===== config.mk =====
export PLATFORM = sky130hd
export DESIGN_NAME = itaa_front
export DESIGN_NICKNAME = d
export VERILOG_FILES = /design/src/design/itaa_pkg.sv /design/src/design/itaa_front.sv
export SDC_FILE = /design/constraint.sdc
export NUM_CORES = 2
export LEC_CHECK = 0
export BUFFER_PORTS_ARGS = -buffer_cell sky130_fd_sc_hd__buf_2
export CAP_MARGIN = 0
export CELL_PAD_IN_SITES_DETAIL_PLACEMENT = 1
export CELL_PAD_IN_SITES_GLOBAL_PLACEMENT = 1
export CORE_ASPECT_RATIO = 0.5
export CORE_MARGIN = 2
export CORE_UTILIZATION = 30
export CTS_CLUSTER_DIAMETER = 100
export CTS_CLUSTER_SIZE = 12
export DETAILED_ROUTE_END_ITERATION = 10
export PLACE_DENSITY_LB_ADDON = 0.08
export REMOVE_ABC_BUFFERS = 1
export SLEW_MARGIN = 20
export SYNTH_ARGS = -nofsm -noshare
export SYNTH_HDL_FRONTEND = slang
export SYNTH_SLANG_ARGS = --single-unit

===== constraint.sdc =====
create_clock -name aclk -period 18 [get_ports aclk]
set_clock_uncertainty 0.2 [all_clocks]
set_input_delay 3.6 -clock aclk [delete_from_list [all_inputs] [get_ports aclk]]
set_output_delay 3.6 -clock aclk [all_outputs]
set_load 0.02 [all_outputs]

===== src/design/itaa_pkg.sv =====
`timescale 1ns / 1ps
// ----------------------------------------------------------------------------
// itaa_pkg
// shared types and constants of the tile average to ascii block
// ----------------------------------------------------------------------------
package itaa_pkg;

    localparam logic CMD_LOAD  = 1'b0;
    localparam logic CMD_PIXEL = 1'b1;

    localparam logic [7:0] NEWLINE_CHAR = 8'd10;

    localparam logic [2:0] REG_IMG_WIDTH   = 3'd0;
    localparam logic [2:0] REG_IMG_HEIGHT  = 3'd1;
    localparam logic [2:0] REG_TILE_COLS   = 3'd2;
    localparam logic [2:0] REG_TILE_ROWS   = 3'd3;
    localparam logic [2:0] REG_TILE_W_FX   = 3'd4;
    localparam logic [2:0] REG_TILE_H_FX   = 3'd5;
    localparam logic [2:0] REG_CHANNELS    = 3'd6;
    localparam logic [2:0] REG_LEVEL_COUNT = 3'd7;

    localparam int CFG_ADDR_W = 4;
    localparam int CFG_DATA_W = 28;

    // most tile columns, and the bits of a column index
    localparam int MAX_COLS = 256;
    localparam int COL_W    = $clog2(MAX_COLS);

    typedef struct packed {
        logic       cmd;
        logic [7:0] chan0;
        logic [7:0] chan1;
        logic [7:0] chan2;
        logic [6:0] level_slot;
        logic [7:0] level_char;
    } in_item_t;

    typedef struct packed {
        logic [7:0] out_char;
        logic       end_of_image;
    } out_item_t;

    // work handed from front to back
    typedef struct packed {
        logic        is_load;
        logic [6:0]  slot;
        logic [7:0]  lchar;
        logic [7:0]  gray;
        logic [COL_W-1:0] col;
        logic        col_done;
        logic        row_last;
        logic        last_x;
        logic        last_y;
    } job_t;

    typedef enum logic [2:0] {
        BK_IDLE,
        BK_ACC,
        BK_DIV,
        BK_IDX,
        BK_LOOK,
        BK_EMIT,
        BK_NL
    } bk_state_t;

    typedef struct packed {
        logic [12:0] w;
        logic [12:0] h;
        logic [10:0] cols;
        logic [12:0] rows;
        logic [27:0] tw;
        logic [27:0] th;
        logic        color;
        logic [7:0]  levels;
    } cfg_t;

endpackage


===== src/design/itaa_front.sv =====
`timescale 1ns / 1ps
// ----------------------------------------------------------------------------
// itaa_front
// tracks raster position and tile edges, converts to gray, queues jobs
// ----------------------------------------------------------------------------
module itaa_front (
    input  logic               aclk,
    input  logic               aresetn,
    input  logic               restart,
    input  itaa_pkg::cfg_t     cfg,
    input  logic               in_valid,
    output logic               in_ready,
    input  itaa_pkg::in_item_t in_item,
    output logic               job_valid,
    input  logic               job_ready,
    output itaa_pkg::job_t     job
);
    localparam int DIM_W = 13;
    // edge computing: the column edge, then the row edge, recomputed after a restart, a tile column change or a row end
    logic [DIM_W-1:0] px_reg, px_next, py_reg, py_next;
    logic [10:0] ct_reg, ct_next;
    logic [DIM_W-1:0] rt_reg, rt_next;
    logic [DIM_W-1:0] cedge_reg, cedge_next, redge_reg, redge_next;
    logic busy_reg, busy_next;       // edges being recomputed
    logic need_col_reg, need_col_next, need_row_reg, need_row_next;
    logic [DIM_W:0] eidx;
    logic [41:0] mult;
    logic [DIM_W-1:0] edge_res;
    logic do_col;
    logic [7:0] gray;
    logic [15:0] wsum;
    logic [31:0] gmul;
    itaa_pkg::job_t job_reg, job_next;
    logic jv_reg, jv_next;
    logic fire;
    logic lx, cd, rl, ly;

    // pick which edge to recompute: column first
    assign do_col = need_col_reg;
    always_comb begin
        if (do_col) eidx = {{(DIM_W-10){1'b0}}, ct_reg} + 1'b1;
        else        eidx = {1'b0, rt_reg} + 1'b1;
    end
    // index times step, with the integer part checked against the image size
    assign mult = {{(42-DIM_W-1){1'b0}}, eidx} * {14'd0, (do_col ? cfg.tw : cfg.th)};
    always_comb begin
        logic last;
        logic [DIM_W-1:0] lim;
        logic [25:0] e;
        last = do_col ? ({{(DIM_W-10){1'b0}}, ct_reg} + 1'b1
                         >= {{(DIM_W-10){1'b0}}, cfg.cols})
                      : ({1'b0, rt_reg} + 1'b1 >= {1'b0, cfg.rows});
        lim = do_col ? cfg.w : cfg.h;
        e = mult[41:16];
        if (last || e > {13'd0, lim}) edge_res = lim;
        else edge_res = e[DIM_W-1:0];
    end

    // gray from channels, divide by 100 as a reciprocal multiply
    assign wsum = 16'd30 * in_item.chan0 + 16'd59 * in_item.chan1 + 16'd11 * in_item.chan2;
    assign gmul = {16'd0, wsum} * 32'd41944;
    always_comb begin
        logic [15:0] q;
        logic [15:0] r;
        q = {6'd0, gmul[31:22]};
        r = wsum - 16'(q * 16'd100);
        if (r >= 16'd100) q = q + 1'b1;
        gray = cfg.color ? q[7:0] : in_item.chan0;
    end

    assign in_ready = !busy_reg && (!jv_reg || job_ready) && !restart;
    assign fire = in_valid && in_ready;
    assign lx = {px_reg} + 1'b1 >= cfg.w;
    assign cd = lx || (px_reg + 1'b1 >= cedge_reg);
    assign ly = py_reg + 1'b1 >= cfg.h;
    assign rl = ly || (py_reg + 1'b1 >= redge_reg);

    always_comb begin
        px_next = px_reg; py_next = py_reg; ct_next = ct_reg; rt_next = rt_reg;
        cedge_next = cedge_reg; redge_next = redge_reg;
        busy_next = busy_reg; need_col_next = need_col_reg; need_row_next = need_row_reg;
        jv_next = jv_reg && !job_ready;
        job_next = job_reg;
        if (restart) begin
            px_next = '0; py_next = '0; ct_next = '0; rt_next = '0;
            busy_next = 1'b1; need_col_next = 1'b1; need_row_next = 1'b1;
        end else if (busy_reg) begin
            if (do_col) begin
                cedge_next = edge_res; need_col_next = 1'b0;
                busy_next = need_row_reg;
            end else begin
                redge_next = edge_res; need_row_next = 1'b0;
                busy_next = 1'b0;
            end
        end else if (fire) begin
            jv_next = 1'b1;
            job_next.is_load = (in_item.cmd == itaa_pkg::CMD_LOAD);
            job_next.slot = in_item.level_slot;
            job_next.lchar = in_item.level_char;
            job_next.gray = gray;
            job_next.col = ct_reg[itaa_pkg::COL_W-1:0];
            job_next.col_done = cd; job_next.row_last = rl;
            job_next.last_x = lx; job_next.last_y = ly;
            if (in_item.cmd == itaa_pkg::CMD_PIXEL) begin
                if (cd && !lx && ({{(DIM_W-10){1'b0}}, ct_reg} + 1'b1
                                  < {{(DIM_W-10){1'b0}}, cfg.cols})
                    && ct_reg < 11'(itaa_pkg::MAX_COLS - 1)) begin
                    ct_next = ct_reg + 1'b1;
                    busy_next = 1'b1; need_col_next = 1'b1;
                end
                if (lx) begin
                    px_next = '0; ct_next = '0;
                    busy_next = 1'b1; need_col_next = 1'b1;
                    py_next = py_reg + 1'b1;
                    if (rl) begin
                        need_row_next = 1'b1;
                        if (ly) begin
                            py_next = '0; rt_next = '0;
                        end else if (rt_reg + 1'b1 < cfg.rows) begin
                            rt_next = rt_reg + 1'b1;
                        end
                    end
                end else begin
                    px_next = px_reg + 1'b1;
                end
            end
        end
    end

    always_ff @(posedge aclk) begin
        if (!aresetn) begin
            px_reg <= '0; py_reg <= '0; ct_reg <= '0; rt_reg <= '0;
            busy_reg <= 1'b1; need_col_reg <= 1'b1; need_row_reg <= 1'b1;
            jv_reg <= 1'b0;
        end else begin
            px_reg <= px_next; py_reg <= py_next; ct_reg <= ct_next; rt_reg <= rt_next;
            busy_reg <= busy_next; need_col_reg <= need_col_next;
            need_row_reg <= need_row_next; jv_reg <= jv_next;
        end
        cedge_reg <= cedge_next; redge_reg <= redge_next; job_reg <= job_next;
    end

    assign job_valid = jv_reg;
    assign job = job_reg;
endmodule


; ---- Yosys cells after proc, flatten, opt, wreduce, memory -nomap -nowiden
; Cells that the tools add are included.
[op_classes]
n_addsub = 10
magnitude_cmp = 11
muxes = 33
n_eq_ne = 0
n_shift = 0
n_mul = 6
n_reduce_logical = 33
n_div = 0
n_bitwise = 5
[op_table]
columns = cell, n
row1 = 13-bit two-way mux, 7
row2 = 13-bit >= comparator, 4
row3 = 14-bit by 28-bit multiplier with 42-bit output, 1
row4 = 13-bit by 1-bit adder with 13-bit output (second input constant), 3
row5 = 16-bit by 13-bit multiplier with 29-bit output (second input constant), 1
row6 = 28-bit two-way mux, 1
row7 = 26-bit by 13-bit greater-than comparator with 1-bit output, 1
row8 = 4-bit by 8-bit multiplier with 12-bit output (first input constant), 2
row9 = 11-bit two-way mux, 2
row10 = 1-bit two-way mux, 20
row11 = 15-bit by 12-bit adder with 16-bit output, 1
row12 = 16-bit by 7-bit >= comparator with 1-bit output (second input constant), 1
row13 = 8-bit two-way mux, 2
row14 = 16-bit subtractor, 1
row15 = 13-bit by 14-bit adder with 15-bit output, 1
row16 = 3-bit AND reduction, 5
row17 = 13-bit by 1-bit adder with 14-bit output (second input constant), 1
row18 = 14-bit by 11-bit >= comparator with 1-bit output, 1
row19 = 14-bit by 13-bit >= comparator with 1-bit output, 1
row20 = 10-bit by 5-bit multiplier with 14-bit output (second input constant), 1
row21 = 6-bit by 8-bit multiplier with 14-bit output (first input constant), 1
row22 = 14-bit two-way mux, 1
row23 = 13-bit less-than comparator, 1
row24 = 11-bit by 1-bit adder with 12-bit output (second input constant), 1
row25 = other kinds (13), 37
[totals]
in_bits = 160
latchBits = 0
rom_bits = 0
wordCells = 117
reg_bits = 116
memories = 0
ramBits = 0
output_inout_bits = 38

; ---- Longest topological paths before layout
[depth]
depth_word = 11
mapped_depth = 69
ltp_nobuf = 68

; ---- Worst setup path after synthesis
; No wires, ideal clock.
[synth_timing]
kind = input to register
start = input in_item[34] (netlist bit)
end = register job_reg (netlist bit job[12]), data pin
n_path_buf = 1
path_slack_ps = -533
setup_ps = 260
arrival_ps = 18073
path_stages = 65
required_ps = 17540
path_cell_list = inv_1 -> fa_1 -> fa_1 -> inv_1 -> ha_1 -> a21oi_1 -> nor2_1 -> nor2_1 -> xnor2_1 -> fa_1 -> fa_1 -> inv_1 -> fa_1 -> inv_1 -> ha_1 -> and3_1 -> a221o_1 -> o21a_1 -> [29 not listed] -> inv_1 -> fa_1 -> inv_1 -> ha_1 -> o41ai_1 -> xor2_1 -> ha_1 -> a21oi_1 -> o22ai_1 -> nor4_1 -> o221ai_1 -> a221o_1 -> a21oi_1 -> nor4b_2 -> and3_4 -> buf_6 -> xnor2_1 -> mux2_2
[synth_between]
elab_chain_len = 9
elab_cells_between_ends = 10
cone_classes = add/sub: 4 / mul: 3 / order compare: 1 / mux: 2
[synth_lines]
columns = item, line_no
row1 = start: declaration, itaa_front.sv:13  ; input itaa_pkg::in_item_t in_item,
row2 = 4-bit by 8-bit multiplier with 12-bit output *, itaa_front.sv:60  ; assign wsum = 16'd30 * in_item.chan0 + 16'd59 * in_item.chan1 + 16'd11 * in_item.chan2;
row3 = 13-bit by 14-bit adder with 15-bit output *, itaa_front.sv:60
row4 = 15-bit by 12-bit adder with 16-bit output *, itaa_front.sv:60
row5 = 16-bit by 13-bit multiplier with 29-bit output, itaa_front.sv:61  ; assign gmul = {16'd0, wsum} * 32'd41944;
row6 = 10-bit by 5-bit multiplier with 14-bit output, itaa_front.sv:66  ; r = wsum - 16'(q * 16'd100);
row7 = 16-bit subtractor, itaa_front.sv:66
row8 = 16-bit by 7-bit >= comparator with 1-bit output, itaa_front.sv:67  ; if (r >= 16'd100) q = q + 1'b1;
row9 = 8-bit two-way mux *, itaa_front.sv:67
row10 = 8-bit two-way mux *, itaa_front.sv:68  ; gray = cfg.color ? q[7:0] : in_item.chan0;
row11 = net gray[0], itaa_front.sv:30  ; logic [7:0] gray;
row12 = end signal: assignment, itaa_front.sv:140  ; cedge_reg <= cedge_next; redge_reg <= redge_next; job_reg <= job_next;
row13 = end: declaration, itaa_front.sv:33  ; itaa_pkg::job_t job_reg, job_next;
; The timed path passes the listed nets; every way through them passes the cells marked *.
; A chain may end at the register's enable or synchronous reset.

; ---- Final worst setup path
[layout_timing]
start = input in_item[33] (netlist bit)
end = register job_reg (netlist bit job[12]), data pin
; Same word-level chain as after synthesis.

==> flow_metrics.env <==
export IMPL_wire_per_inst_microns=19.5
export IMPL_reg2reg_to="redge_reg[6]$_DFFE_PP_"
export IMPL_syn_cell_area_sq_mm=0.0284
export IMPL_violations="DRC"
export IMPL_largest_reg_flops=36
export IMPL_fp_row_count=79
export IMPL_finalCritPeriodShare=0.985
export IMPL_reg2reg_slack_ns=4.95
export IMPL_vias_per_cell=4.78
export IMPL_rr_startpoint="do_col$_SDFFE_PP1P_"
export IMPL_n_fill_cell=10900
export IMPL_status="complete, but fails checks"
export IMPL_tightest_slew_ns=1.05
export IMPL_antenna_found_initial=1
export IMPL_final_cell_mix="inv_1, fa_1, ha_1"
export IMPL_arrival_ns=17.75
export IMPL_setup_tns_ns=0
export IMPL_setup_viol=0
export IMPL_required_ns=18.02
export IMPL_rsz0062_at_grt="yes"
export IMPL_ys_seq_area_frac=0.104
export IMPL_ys_top_cells_by_area="fa_1, ha_1, inv_1, edfxtp_1, nand2_1"
export IMPL_worst_setup_path_end_kind="flop"
export IMPL_initial_core_util=0.304
export IMPL_cts_root_buf="clkbuf_16"
export IMPL_routed_wl_met3_mm=1.83
export IMPL_ys_flop_type="edfxtp_1"
export IMPL_vias=22900
export IMPL_synth_edff_count=62
export IMPL_final_max_slew_viol_count=0
export IMPL_crit_path_top_delay_cell="fa_1"
export IMPL_drtAntennaViolNets=0
export IMPL_holdBufCountCts=0
export IMPL_final_common_cell="inv_1"
export IMPL_io_buffers=189
export IMPL_path_clk_slew_ns=0.07
export IMPL_crit_type="input port to flop"
export IMPL_async_flop_share=0
export IMPL_post_place_cells=4736
export IMPL_overflow=0
export IMPL_instances_no_fill=4791
export IMPL_worstPathMaxFanout=4
export IMPL_r2r_cells=37
export IMPL_clk_path_buf_depth=2
export IMPL_boundaryPins=198
export IMPL_grt_use_total=0.193
export IMPL_slew_headroom=0.295
export IMPL_max_cap_violations=0
export IMPL_first_global_vias=25600
export IMPL_dpl_hpwl_mm=77.9
export IMPL_cts_inserted_buffers=17
export IMPL_firstDrtPassIters=8
export IMPL_netlist_area_leader_share=0.316
export IMPL_grt_pass1_wl_mm=146
export IMPL_whs_ns=0.262
export IMPL_min_to="busy_reg$_SDFF_PP1_"
export IMPL_top_layer_used="met4"
export IMPL_wl_met2_mm=46.1
export IMPL_synth_top_cell_by_area="fa_1"
export IMPL_syn_inst=3124
export IMPL_holdPathStages=2
export IMPL_hold_path_class="flop to flop"
export IMPL_dieWidth_microns=439
export IMPL_max_stage_delay_ns=0.57
export IMPL_ys_ff_latch=116
export IMPL_crit_path_frequent_cell="buf_4"
export IMPL_nNetsFinal=4539
export IMPL_drive_above_1_share=0.191
export IMPL_fp_dieH_microns=221
export IMPL_fin_util=0.367
export IMPL_met1_length_mm=44.8
export IMPL_yosysUniqueCellTypes=87
export IMPL_drt_iter0_drc=875
export IMPL_synth_warnings=0
export IMPL_startpoint_type="input port"
export IMPL_avgSynthCellArea_sq_um=9.08
export IMPL_drcViolationCount=14
export IMPL_grt_max_degree=48
export IMPL_fmax_mhz=56.4
export IMPL_cts_tree="done"
export IMPL_hold_viol=0
export IMPL_period_needed_ns=17.73
export IMPL_htree_levels=4
export IMPL_gp_congestion=0.814
export IMPL_insertion_delay_ns=0.46
export IMPL_worstHoldStart="need_row_reg$_SDFFE_PP1P_"
export IMPL_die_area_sq_mm=0.0972
export IMPL_drt_wl_total_mm=93.3
export IMPL_cts_sinks=116
export IMPL_syn_to_final_growth_pct=20.6
export IMPL_coreArea_sq_mm=0.0933
==> cells by family after synthesis <==
kind of cell,synth area share
fa+ha+maj,0.497
xor+xnor,0.0371
buf+inv,0.0947
compound gates,0.101
mux,0.0308
simple gates,0.135
flops,0.104
==> timing repair <==
item                                    4_1_cts  5_1_grt
endpoints found under the setup margin        8        8
pin swaps                                    72      105
gates resized for setup                      71       98
buffers inserted                             11       10
==> Yosys cell counts, drive strengths merged (57+ instances only) <==
library cell	n
mux2i	57
clkbuf	64
a21oi	119
nor2	197
nand3	66
ha	410
inv	638
o21ai	57
edfxtp	62
nand2	301
xnor2	65
fa	447
==> critical path, delay by kind of cell <==
family                   cells  cell delay [ns]
XOR/XNOR                     4             0.40
AND/OR/NAND/NOR              7             1.13
buffers and inverters       19             1.78
adder cells (fa/ha/maj)     18             7.10
multiplexers                 1             0.26
AO/OA/AOI/OAI               20             3.47
==> layer usage <==
metal / GRT usage / vias up
met2: 0.342 / 200
li1: - / 11000
met5: 0 / -
met1: 0.265 / 11700
met3: 0.0128 / 36
met4: 0.0227 / 0
==> metrics by stage <==
stage / instance area, sq um / setup slack, ns
3_3_place_gp: 32500 / -1.23
2_1_floorplan: 28100 / -0.477
6_report: 34200 / 0.267
3_5_place_dp: 32500 / -1.24
4_1_cts: 33600 / 0.00725
5_1_grt: 34200 / -0.287
==> worst max path at each step <==
stage	slack, ns	cells past startpoint	from	endpoint
after floorplan	-0.48	64	in_item[34]	job[12]$_DFFE_PP_
after global placement	-1.23	67	in_item[31]	job[18]$_DFFE_PP_
after detailed placement	-1.24	67	in_item[31]	job[12]$_DFFE_PP_
after CTS	0.007	67	in_item[32]	job[18]$_DFFE_PP_
after global routing	-0.29	71	in_item[33]	job[17]$_DFFE_PP_
final	0.27	69	in_item[33]	job[12]$_DFFE_PP_
==> cell type report <==
class,instances,area [sq um],share of cell area
Clock buffer,25,528,0.0154
Multi-Input combinational cell,2296,23600,0.691
Sequential cell,116,2950,0.0861
Antenna cell,1,2.50,0.0000732
Timing Repair Buffer,453,3010,0.0881
Clock inverter,7,116,0.00340
Inverter,638,2400,0.0702
Tap cell,1255,1570,0.0459
Power is not shown: default switching activity piles up to over one toggle a cycle in this logic, so the estimate is an artifact.
